`config.mk`:
```
export PLATFORM = sky130hd
export DESIGN_NAME = leb128_varint_encoder_core
export DESIGN_NICKNAME = d
export VERILOG_FILES = /design/src/hw/rtl/leb_pkg.sv /design/src/hw/rtl/leb_seq.sv /design/src/hw/rtl/leb128_varint_encoder_core.sv
export SDC_FILE = /design/constraint.sdc
export NUM_CORES = 1
export LEC_CHECK = 0
export ABC_CLOCK_PERIOD_IN_PS = 6000
export BUFFER_PORTS_ARGS = -buffer_cell sky130_fd_sc_hd__buf_4
export CAP_MARGIN = 20
export CORE_AREA = 2 2 112 114
export DETAILED_ROUTE_END_ITERATION = 10
export DIE_AREA = 0 0 114 116
export GPL_TIMING_DRIVEN = 0
export PLACE_DENSITY = 0.51
export SLEW_MARGIN = 20
export SYNTH_ARGS = -nofsm -noshare
export SYNTH_HDL_FRONTEND = slang
export SYNTH_SLANG_ARGS = --single-unit
```
`constraint.sdc`:
```
create_clock -name clk_i -period 6 [get_ports clk_i]
set_input_delay 0.9 -clock clk_i [delete_from_list [all_inputs] [get_ports clk_i]]
set_output_delay 0.9 -clock clk_i [all_outputs]
set_load 0.05 [all_outputs]
```
`src/hw/rtl/leb_pkg.sv`:
```
package leb_pkg;

  localparam int unsigned GROUP_BITS = 7;
  localparam int unsigned MAX_BYTES  = 10;
  localparam int unsigned CNT_W      = $clog2(MAX_BYTES);

  // microcode program: two steps
  localparam int unsigned STEP_W = 1;
  localparam logic [STEP_W-1:0] STEP_ACCEPT = 1'b0;
  localparam logic [STEP_W-1:0] STEP_EMIT   = 1'b1;

  // jump condition of a control word
  typedef enum logic [0:0] {
    COND_IN_BEAT   = 1'b0,
    COND_LAST_BEAT = 1'b1
  } cond_e;

  typedef struct packed {
    logic              take_in;
    logic              emit;
    cond_e             cond;
    logic [STEP_W-1:0] target;
  } ctrl_t;

  typedef struct packed {
    logic in_beat;
    logic last_beat;
  } sts_t;

  function automatic ctrl_t leb_rom(input logic [STEP_W-1:0] step);
    ctrl_t cw;
    unique case (step)
      STEP_ACCEPT: cw = '{take_in: 1'b1, emit: 1'b0, cond: COND_IN_BEAT,
                          target: STEP_EMIT};
      STEP_EMIT:   cw = '{take_in: 1'b0, emit: 1'b1, cond: COND_LAST_BEAT,
                          target: STEP_ACCEPT};
    endcase
    return cw;
  endfunction

endpackage

```
`src/hw/rtl/leb_seq.sv`:
```
module leb_seq import leb_pkg::*; (
  input  logic  clk_i,
  input  logic  rst_ni,
  input  sts_t  sts_i,
  output ctrl_t ctrl_o
);

  logic [STEP_W-1:0] step_q, step_d;
  logic              jump;

  assign ctrl_o = leb_rom(step_q);

  // jump to target on condition, else hold the step
  always_comb begin
    unique case (ctrl_o.cond)
      COND_IN_BEAT:   jump = sts_i.in_beat;
      COND_LAST_BEAT: jump = sts_i.last_beat;
    endcase
    step_d = jump ? ctrl_o.target : step_q;
  end

  always_ff @(posedge clk_i or negedge rst_ni) begin
    if (!rst_ni) begin
      step_q <= STEP_ACCEPT;
    end else begin
      step_q <= step_d;
    end
  end

endmodule

```
`src/hw/rtl/leb128_varint_encoder_core.sv`:
```
// An input beat loads the value and sends the sequencer to the emit step, which
//   fills the output register. A value of n bytes (1..10) leaves one byte a cycle
//   from the emit step unless the output stalls, then the accept step takes the next.
// Reset (rst_ni, async, active low): sequencer at the accept step, no output
//   beat pending. Nothing is kept between values.
module leb128_varint_encoder_core import leb_pkg::*; #(
  parameter int unsigned VALUE_BITS = 64
) (
  input  logic        clk_i,
  input  logic        rst_ni,
  // input channel
  input  logic        in_valid_i,
  output logic        in_stall_o,
  input  logic        mode_i,
  input  logic [63:0] value_i,
  // output channel
  output logic        out_valid_o,
  input  logic        out_stall_i,
  output logic [7:0]  code_byte_o,
  output logic        last_o
);

  // ---------------------------------------------------------------------------
  // Microcode sequencer: step ROM + step counter. The control word tells the
  // datapath whether to take an input beat or emit one byte.
  // ---------------------------------------------------------------------------
  ctrl_t ctrl;
  sts_t  sts;

  leb_seq u_seq (
    .clk_i  (clk_i),
    .rst_ni (rst_ni),
    .sts_i  (sts),
    .ctrl_o (ctrl)
  );

  // ---------------------------------------------------------------------------
  // Datapath: remaining value, mode, byte count, output register.
  // ---------------------------------------------------------------------------
  logic [VALUE_BITS-1:0] val_q, val_d;
  logic                  sgn_q, sgn_d;
  logic [CNT_W-1:0]      cnt_q, cnt_d;

  logic                  out_valid_q, out_valid_d;
  logic [7:0]            out_byte_q, out_byte_d;
  logic                  out_last_q, out_last_d;

  logic                  in_beat;
  logic                  slot_free;
  logic                  emit_beat;
  logic [GROUP_BITS-1:0] grp;
  logic                  fill;
  logic [VALUE_BITS-1:0] shifted;
  logic                  rem_zero;
  logic                  rem_ones;
  logic                  done;

  assign in_stall_o = !ctrl.take_in;
  assign in_beat    = in_valid_i && ctrl.take_in;

  // the output register can take a byte when empty or being drained this cycle
  assign slot_free = !out_valid_q || !out_stall_i;
  assign emit_beat = ctrl.emit && slot_free;

  // low group of the remainder, and the remainder shifted by one group;
  // signed mode shifts arithmetically inside VALUE_BITS, which matches the
  // sign-extended 64-bit value since the upper bits are all copies of the sign
  assign grp      = val_q[GROUP_BITS-1:0];
  assign fill     = sgn_q && val_q[VALUE_BITS-1];
  assign shifted  = {{GROUP_BITS{fill}}, val_q[VALUE_BITS-1:GROUP_BITS]};
  assign rem_zero = (shifted == '0);
  assign rem_ones = (shifted == '1);

  // stop: unsigned when nothing is left; signed when the remainder is pure
  // sign and bit 6 of this byte already carries that sign; hard cap at 10 bytes
  always_comb begin
    if (sgn_q) begin
      done = (rem_zero && !grp[GROUP_BITS-1]) || (rem_ones && grp[GROUP_BITS-1]);
    end else begin
      done = rem_zero;
    end
    if (cnt_q == CNT_W'(MAX_BYTES - 1)) begin
      done = 1'b1;
    end
  end

  assign sts.in_beat   = in_beat;
  assign sts.last_beat = emit_beat && done;

  always_comb begin
    val_d       = val_q;
    sgn_d       = sgn_q;
    cnt_d       = cnt_q;
    out_valid_d = out_valid_q && out_stall_i;
    out_byte_d  = out_byte_q;
    out_last_d  = out_last_q;
    if (in_beat) begin
      // value bits above VALUE_BITS are dropped here
      val_d = value_i[VALUE_BITS-1:0];
      sgn_d = mode_i;
      cnt_d = '0;
    end
    if (emit_beat) begin
      val_d       = shifted;
      cnt_d       = cnt_q + CNT_W'(1);
      out_valid_d = 1'b1;
      out_byte_d  = {!done, grp};
      out_last_d  = done;
    end
  end

  // payload registers, no reset needed
  always_ff @(posedge clk_i) begin
    val_q      <= val_d;
    sgn_q      <= sgn_d;
    out_byte_q <= out_byte_d;
    out_last_q <= out_last_d;
  end

  always_ff @(posedge clk_i or negedge rst_ni) begin
    if (!rst_ni) begin
      cnt_q       <= '0;
      out_valid_q <= 1'b0;
    end else begin
      cnt_q       <= cnt_d;
      out_valid_q <= out_valid_d;
    end
  end

  assign out_valid_o = out_valid_q;
  assign code_byte_o = out_byte_q;
  assign last_o      = out_last_q;

endmodule

```
==> reports/results.ini, run 1 <==
[cells_and_area]
antennaDiodeCount = 0
design_area_sq_um = 4670
drive_gt1_share_pct = 24.1
area_delta_synth_final_pct = 31.4
final_nets = 501

[detailed_routing]
drc = 0
drt-initial-drc-count = 170
drt-vias-per-instance = 4.76
route.vias.total = 2769
drt_wl_total_um = 9150
dr.pass1.iters = 4
wl_per_cell_um = 15.7
ant_nets = 0

[synthesis]
synth_cell_types = 24
synth_fa_ha_area_share_pct = 0.704
ys_ff_latch = 80
seq_area_frac_synth_pct = 66.8
syn_area_sq_um = 3550
synth_enable_flop_cells = 74
ys_async_sr_fraction_pct = 7.50
synthSimpleGateAreaFrac_pct = 27.4
yosys_warnings = 0
synth_top_area_share_pct = 62.6
synth_ff_type = edfxtp_1
yosys-top-cells-area = edfxtp_1 63%, nand2_1 19%, dfrtp_1 4.2%, nand4_1 3.2%, nor4_1 2.1%
synth-xor-area-share_pct = 0.493
synth_top_family_by_area = simple AND/OR/NAND/NOR gates
yosysMostFrequentCell = nand2_1
synth_commonest_cells = 176 x nand2_1, 74 x edfxtp_1, 18 x nand4_1
post-synth-top-area-cell = edfxtp_1
syn_nets = 410
syn-mean-instance-area_sq_um = 10.5
synthCells = 339
synth_compound_area_share_pct = 2.71
synth.mux.area_fraction_pct = 0

[global_routing]
grt_max_degree = 55
grt_first_pass_wirelength_um = 14300
grt_pass1_vias = 2772
grt_overflow = 0
track_usage_pct = 14.3
grt_antenna_before_repair = 0

[die]
chipHeight_um = 116
rows = 40
pin_count = 80
die_w_um = 114
coreArea_sq_um = 11900
dieArea_sq_um = 13200
initial_core_util_pct = 29.8

[clocking]
clock_path_buffers = 2
cts_hold_buf = 0
clkTransAtPathRegs_ns = 0.06
post_cts_buffers = 0
root_buffer = clkbuf_16
numCtsBuffers = 9
clock_latency_ns = 0.33
clock_sinks = 80
cts_tree = done
htree_levels = 3
ctsResizeCount = 0

[critical_path]
worstSetupStartpointType = input pin
cp.required_ns = 6.20
critPathCaptureType = flop
worstRegToRegCells = 6
critPathMaxFanout = 18
crit_type = in -> reg
cp.arrival_ns = 2.66

[status]
status = complete, no violations

[pwr]
p_per_area_nw_per_um2 = 394
ir_worst_vdd_uv = 144
p_leak_uw = 0.00202

[sta]
fmax_mhz = 406
relSlewSlack_pct = 33.3
hold_violations = 0
layout_min_cycle_time_ns = 2.46
slew_viol_final = 0
fin_crit_sh_pct = 41.0
whs_ns = 0.363
setup_tns_ns = 0
fin_skew_ns = 0.00540
grt_setup_unrepaired = no
setup_viol = 0
worstMarginPinSlew_ns = 1.00

[placement]
dp.final_hpwl_um = 6780
portBuffers = 79
gp_congestion = 0.757
placed_cell_area_sq_um = 4360

[job]
drv_cap = 0

[worst_hold_path]
worstHoldPathType = in -> async

-- layout make-up --
type                    count  area [sq um]
clock inverters             7          77.6
inverters                   4          15.0
repair buffers             80           621
clock buffers               9           225
plain buffers              14          53.8
well taps                 147           184
multi-input cells         241          1120
flip-flops and latches     80          2370
fillers                  1214          7240
-- sequential cells by signal, summed over array words and instances, names as in the netlist --
name          count
u_seq.step_q      1
out_valid_o       1
cnt_q             4
last_o            1
sgn_q             1
code_byte_o       8
val_q            64
-- path summary, 6_finish.rpt --
check	start	end	slack [ns]
max reg2reg	out_valid_o	val_q[48]	3.82
min reg2reg	val_q[4]	code_byte_o[4]	0.42
min	rst_ni	cnt_q[2]	0.36
max	out_stall_i	val_q[48]	3.54
min in group clk_i	val_q[4]	code_byte_o[4]	0.42
max in group asynchronous	rst_ni	cnt_q[1]	5.52
-- routing by layer --
layer,vias up,GRT usage (%),wire length (um)
met5,-,0,0
met4,0,3.82,79
met3,8,3.82,584
met2,96,23.7,4440
met1,1305,18.8,4050
li1,1360,-,-
-- through the flow --
| step | utilization, % | setup slack, ns | instances | total power [uW] |
|---|---|---|---|---|
| final | 39.2 | 3.54 | 582 | 1840 |
| after global routing | 39.2 | 3.33 | 582 | 1940 |
| after CTS | 39.2 | 3.54 | 582 | 1860 |
| after detailed placement | 36.6 | 3.19 | 566 | 1300 |
| after global placement | 36.3 | 1.65 | 565 | 1280 |
| after floorplan | - | 2.73 | 339 | 1130 |
-- cell families (layout without fill, tap and decap cells) --
group | Yosys count | after routing
AOI/OAI and AO/OA | 13 | 13
adders and majority gates | 2 | 2
xor gates and xnor gates | 2 | 2
DFF | 80 | 80
buffers and inverters | 18 | 114
and+or+nand+nor | 224 | 224
-- power breakdown --
group	switching [uW]	internal [uW]	leakage, uW	total, uW
clock	225	327	0.000147	552
sequential	116	800	0.000800	916
combinational	237	132	0.00108	369
total	578	1260	0.00202	1840
-- worst max-delay path, stage by stage --
cell and delay [ns]:
buf_4 0.11, nand2_1 0.07, nand2_1 0.28, inv_2 0.23, clkbuf_1 0.77, nand2_1 0.20
nand2_1 0.10
-- cell usage in the layout, fill, tap and decap left out, types with 6 or more instances in the layout --
cell type  instances
edfxtp_1          74
nand3_1            6
nand2_1          175
clkbuf_16          9
dfrtp_1            6
nor4_1            12
clkbuf_1          11
a21o_1             7
buf_4             79
nand4_1           18
Power figures use the tool's default switching activity.
==> inputs of run 2 (changes only) <==
Settings changed: ABC_CLOCK_PERIOD_IN_PS 6000 to 2400.
Clock period 6 ns to 2.4 ns, I/O delays scaled along.
==> run 2 against run 1 <==
Net effect: count of clock-buffer cells in the layout is the same; clock power grew to 2.5 times the previous value; combinational power grew 140%; hold slack lost 0.16 ns; power grew 150%; non-clock buffer count is the same; clock skew is essentially flat; sequential share of layout area grew 0.082 points; critical endpoint is now val_q[47].
==> reports/results.ini, run 2 (synthesis gave the netlist of run 1 again) <==
[detailed_routing]
dr.pass1.iters = 5
drc = 0
wl_per_cell_um = 15.4
route.vias.total = 2730
drt-vias-per-instance = 4.69
drt-initial-drc-count = 159
drt_wl_total_um = 8980
ant_nets = 0

[die]
pin_count = 80
rows = 40
initial_core_util_pct = 29.8
coreArea_sq_um = 11900
die_w_um = 114
dieArea_sq_um = 13200
chipHeight_um = 116

[clocking]
clkTransAtPathRegs_ns = 0.06
clock_path_buffers = 2
numCtsBuffers = 9
htree_levels = 3
cts_tree = done
clock_sinks = 80
clock_latency_ns = 0.34
root_buffer = clkbuf_16

[cells_and_area]
seqCellArea_sq_um = 2370
post_layout_nonfiller_instances = 582
antennaDiodeCount = 0
final_cell_mix = 175 x nand2_1, 79 x buf_4, 74 x edfxtp_1
final_nets = 501
multi_input_area_sq_um = 1130
drive_gt1_share_pct = 24.1
area_delta_synth_final_pct = 31.2
layout_commonest_cell = nand2_1
design_area_sq_um = 4660
fillers = 1223
top_register = val_q
largest_register_ffs = 64

[critical_path]
crit_type = reg -> reg
critPathCaptureType = flop
crit_buf_inv = 1
worstSetupStartpointType = flop
cp_slowest_stage_delay_ns = 0.53
crit_family = simple AND/OR/NAND/NOR gates
critPathMaxFanout = 64
cp.arrival_ns = 2.11
worst_path_max_delay_cell = clkbuf_1
cp.required_ns = 2.36
path_cells = nand2_1, clkbuf_1, nand2_8

[placement]
gp_congestion = 0.770
dp.final_hpwl_um = 6610
place_inst = 565
portBuffers = 79
placed_cell_area_sq_um = 4340

[pwr]
pwr-share-comb_pct = 19.6
switchingPower_uw = 1450
p_int_uw = 3130
power_frac_seq_pct = 50.0
p_clk_share_pct = 30.5
p_total_uw = 4580
p_per_area_nw_per_um2 = 983
p_leak_uw = 0.00202
netSwitchingFraction_pct = 31.7
ir_worst_vdd_uv = 435

[sta]
slew_viol_final = 0
whs_ns = 0.207
fin_crit_sh_pct = 89.6
worstMarginPinSlew_ns = 0.611
grt_setup_unrepaired = no
setup_tns_ns = 0
hold_violations = 0
fin_skew_ns = 0.00543
layout_min_cycle_time_ns = 2.15
relSlewSlack_pct = 59.3
fmax_mhz = 465
setup_viol = 0

[global_routing]
grt_antenna_before_repair = 0
grt_pass1_vias = 2752
grt_max_degree = 65
grt_first_pass_wirelength_um = 14100
grt_overflow = 0
track_usage_pct = 14.1

[status]
status = complete, no violations

[job]
drv_cap = 0

[worst_hold_path]
worstHoldPathType = in -> reg

==> run 2: changes by cell type in the layout (fill, tap and decap cells not counted), sizes merged <==
cell / delta
inv: -1
dlygate4sd3: +1
clkinv: +1
buf: -1
==> run 2: final timing paths <==
check                             start             end  slack, ns  cells past startpoint
setup reg to reg           u_seq.step_q       val_q[47]       0.25                      3
hold reg to reg                val_q[4]  code_byte_o[4]       0.42                      0
hold / removal                   mode_i           sgn_q       0.21                      1
setup / recovery           u_seq.step_q       val_q[47]       0.25                      3
min in group asynchronous        rst_ni     out_valid_o       0.36                      2
max in group asynchronous        rst_ni        cnt_q[1]       1.92                      2
==> run 2: worst register-to-register path, delay by kind of cell, from the launching register on <==
family | cells | cell delay, ns
buffers and inverters | 1 | 0.53
AND/OR/NAND/NOR | 2 | 0.80
flip-flops | 1 | 0.41
==> run 2: through the flow <==
step                utilization (%)  worst slack, ns
floorplan                         -            0.307
global placement               36.4           0.0253
detailed placement             36.4           0.0305
CTS                            39.0            0.107
global route                   39.1           0.0700
finish                         39.1            0.250
==> run 2: timing repair <==
action / 4_1_cts / 5_1_grt
hold endpoints to repair: 6 / 0
buffers inserted: 0 / 0
resized for setup: 0 / 4
endpoints found under the setup margin: 0 / 67
hold buffers: 1 / 0
==> run 2: routing by layer <==
layer  global-route usage, %  routed length [um]  vias to the layer above
met2                    23.1                4290                       78
met1                    19.0                4120                     1281
met5                       0                   0                        -
met3                    2.77                 459                       11
met4                    4.55                 110                        0
li1                        -                   -                     1360
==> run 2: final cells by class <==
class	instances	share of cell area [%]
Sequential cell	80	50.9
Multi-Input combinational cell	241	24.2
Timing Repair Buffer	80	12.9
Clock buffer	9	4.83
Tap cell	147	3.95
Clock inverter	7	1.66
Buffer	14	1.18
Inverter	4	0.322
==> run 2: power by group through the flow <==
stage          Combinational, uW  Sequential [uW]  Clock (uW)
2_1_floorplan                484             2330           0
6_report                     896             2290        1390
5_1_grt                     1010             2330        1460
4_1_cts                      903             2290        1420
3_5_place_dp                 898             2320           0
3_3_place_gp                 892             2310           0
==> inputs of run 3 (changes only) <==
Settings changed: RECOVER_POWER set to 50.
==> run 3 against run 2 <==
Net effect: clock skew hardly changed; sequential power about the same; count of clock-buffer cells in the layout did not move; core utilization decreased by 0.39 points; cell area decreased by 0.99%; register-to-register slack gained 0.03 ns; critical path depth did not move; power fell by 0.64%; fmax grew 1.3%; combinational power down 3.5%; sequential share of layout area increased by 0.51 points; flip-flop and latch count stayed put; critical endpoint unchanged.
==> reports/results.ini, run 3 (synthesis gave the netlist of run 1 again) <==
[critical_path]
crit_family = simple AND/OR/NAND/NOR gates
path_depth = 3
cp.arrival_ns = 2.08
cp.required_ns = 2.36
cp_slowest_stage_delay_ns = 0.52
critPathMaxFanout = 64
crit_buf_inv = 1
path_cells = nand2_1, clkbuf_1, nand2_8
worstRegToRegCells = 3
worst_path_max_delay_cell = clkbuf_1
crit_type = reg -> reg
critPathCaptureType = flop
worstSetupStartpointType = flop

[placement]
dp.final_hpwl_um = 6610
place_inst = 565
gp_congestion = 0.770
placed_cell_area_sq_um = 4340
portBuffers = 79

[cells_and_area]
design_area_sq_um = 4610
final_cell_mix = 175 x nand2_1, 74 x edfxtp_1, 66 x buf_4
area_delta_synth_final_pct = 29.9
antennaDiodeCount = 0
final_nets = 501
fillers = 1240
multi_input_area_sq_um = 1130
layout_commonest_cell = nand2_1
drive_gt1_share_pct = 20.9
post_layout_nonfiller_instances = 582
top_register = val_q
seqCellArea_sq_um = 2370
largest_register_ffs = 64

[global_routing]
use_met1_pct = 19.0
grt-busiest-layer = met2
use_met2_pct = 23.1
grt_pass1_vias = 2752
met3_usage_pct = 2.77
grt_first_pass_wirelength_um = 14100
grt_antenna_before_repair = 0
grt_max_degree = 65
track_usage_pct = 14.1
grt_overflow = 0

[sta]
grt_setup_unrepaired = no
slew_viol_final = 0
setup_viol = 0
relSlewSlack_pct = 59.8
whs_ns = 0.231
hold_violations = 0
fin_skew_ns = 0.00568
fin_crit_sh_pct = 88.5
layout_min_cycle_time_ns = 2.12
worstMarginPinSlew_ns = 0.604
fmax_mhz = 471
setup_tns_ns = 0

[worst_hold_path]
holdPathStages = 1
worstHoldPathType = in -> reg

[clocking]
post_cts_buffers = 0
clkTransAtPathRegs_ns = 0.06
clock_path_buffers = 2
clock_sinks = 80
numCtsBuffers = 9
cts_tree = done
clock_latency_ns = 0.34
htree_levels = 3
root_buffer = clkbuf_16

[die]
rows = 40
pin_count = 80
dieArea_sq_um = 13200
chipHeight_um = 116
die_w_um = 114
initial_core_util_pct = 29.8
coreArea_sq_um = 11900

[pwr]
p_leak_uw = 0.00198
p_per_area_nw_per_um2 = 986
ir_worst_vdd_uv = 435
p_total_uw = 4550

[detailed_routing]
drt-vias-per-instance = 4.70
dr.pass1.iters = 4
ant_nets = 0
route.vias.total = 2737
wl_per_cell_um = 15.4
drt_wl_total_um = 8980
drt-initial-drc-count = 157
drc = 0

[status]
status = complete, no violations

[job]
drv_cap = 0

-- run 3: final timing paths --
kind                              start        endpoint  slack [ns]
min in group asynchronous        rst_ni     out_valid_o        0.43
max in group asynchronous        rst_ni        cnt_q[3]        1.71
setup / recovery           u_seq.step_q       val_q[47]        0.28
hold / removal                   mode_i           sgn_q        0.23
hold reg to reg                val_q[4]  code_byte_o[4]        0.42
setup reg to reg           u_seq.step_q       val_q[47]        0.28
-- run 3: layer usage --
metal	part of all wire, %	up-vias
met1	45	1280
met4	1.3	0
met3	5.5	12
met5	0	-
met2	48	83
li1	-	1362
-- run 3: what timing repair did --
item,4_1_cts,5_1_grt
hold buffers,1,0
endpoints found under the hold margin,6,0
endpoints found under the setup margin,0,67
gates resized for setup,0,4
-- run 3: final cells by class --
| type | count | area share (%) |
|---|---|---|
| flip-flops and latches | 80 | 51.4 |
| plain buffers | 14 | 1.17 |
| clock inverters | 7 | 1.68 |
| repair buffers | 80 | 12.1 |
| well taps | 147 | 3.99 |
| clock buffers | 9 | 4.88 |
| multi-input cells | 241 | 24.4 |
| inverters | 4 | 0.325 |
-- run 3: stage by stage --
step                      worst slack [ns]  utilization [%]
after floorplan                      0.307                -
after global placement              0.0253             36.4
after detailed placement            0.0305             36.4
after CTS                            0.107             39.0
after global routing                0.0648             38.7
final                                0.277             38.7
-- run 3: power by group --
part | leakage (uW) | switching (uW) | total, uW | internal (uW)
logic | 0.00103 | 584 | 865 | 281
registers | 0.000800 | 287 | 2290 | 2000
clock network | 0.000147 | 580 | 1400 | 817
total | 0.00198 | 1450 | 4550 | 3100
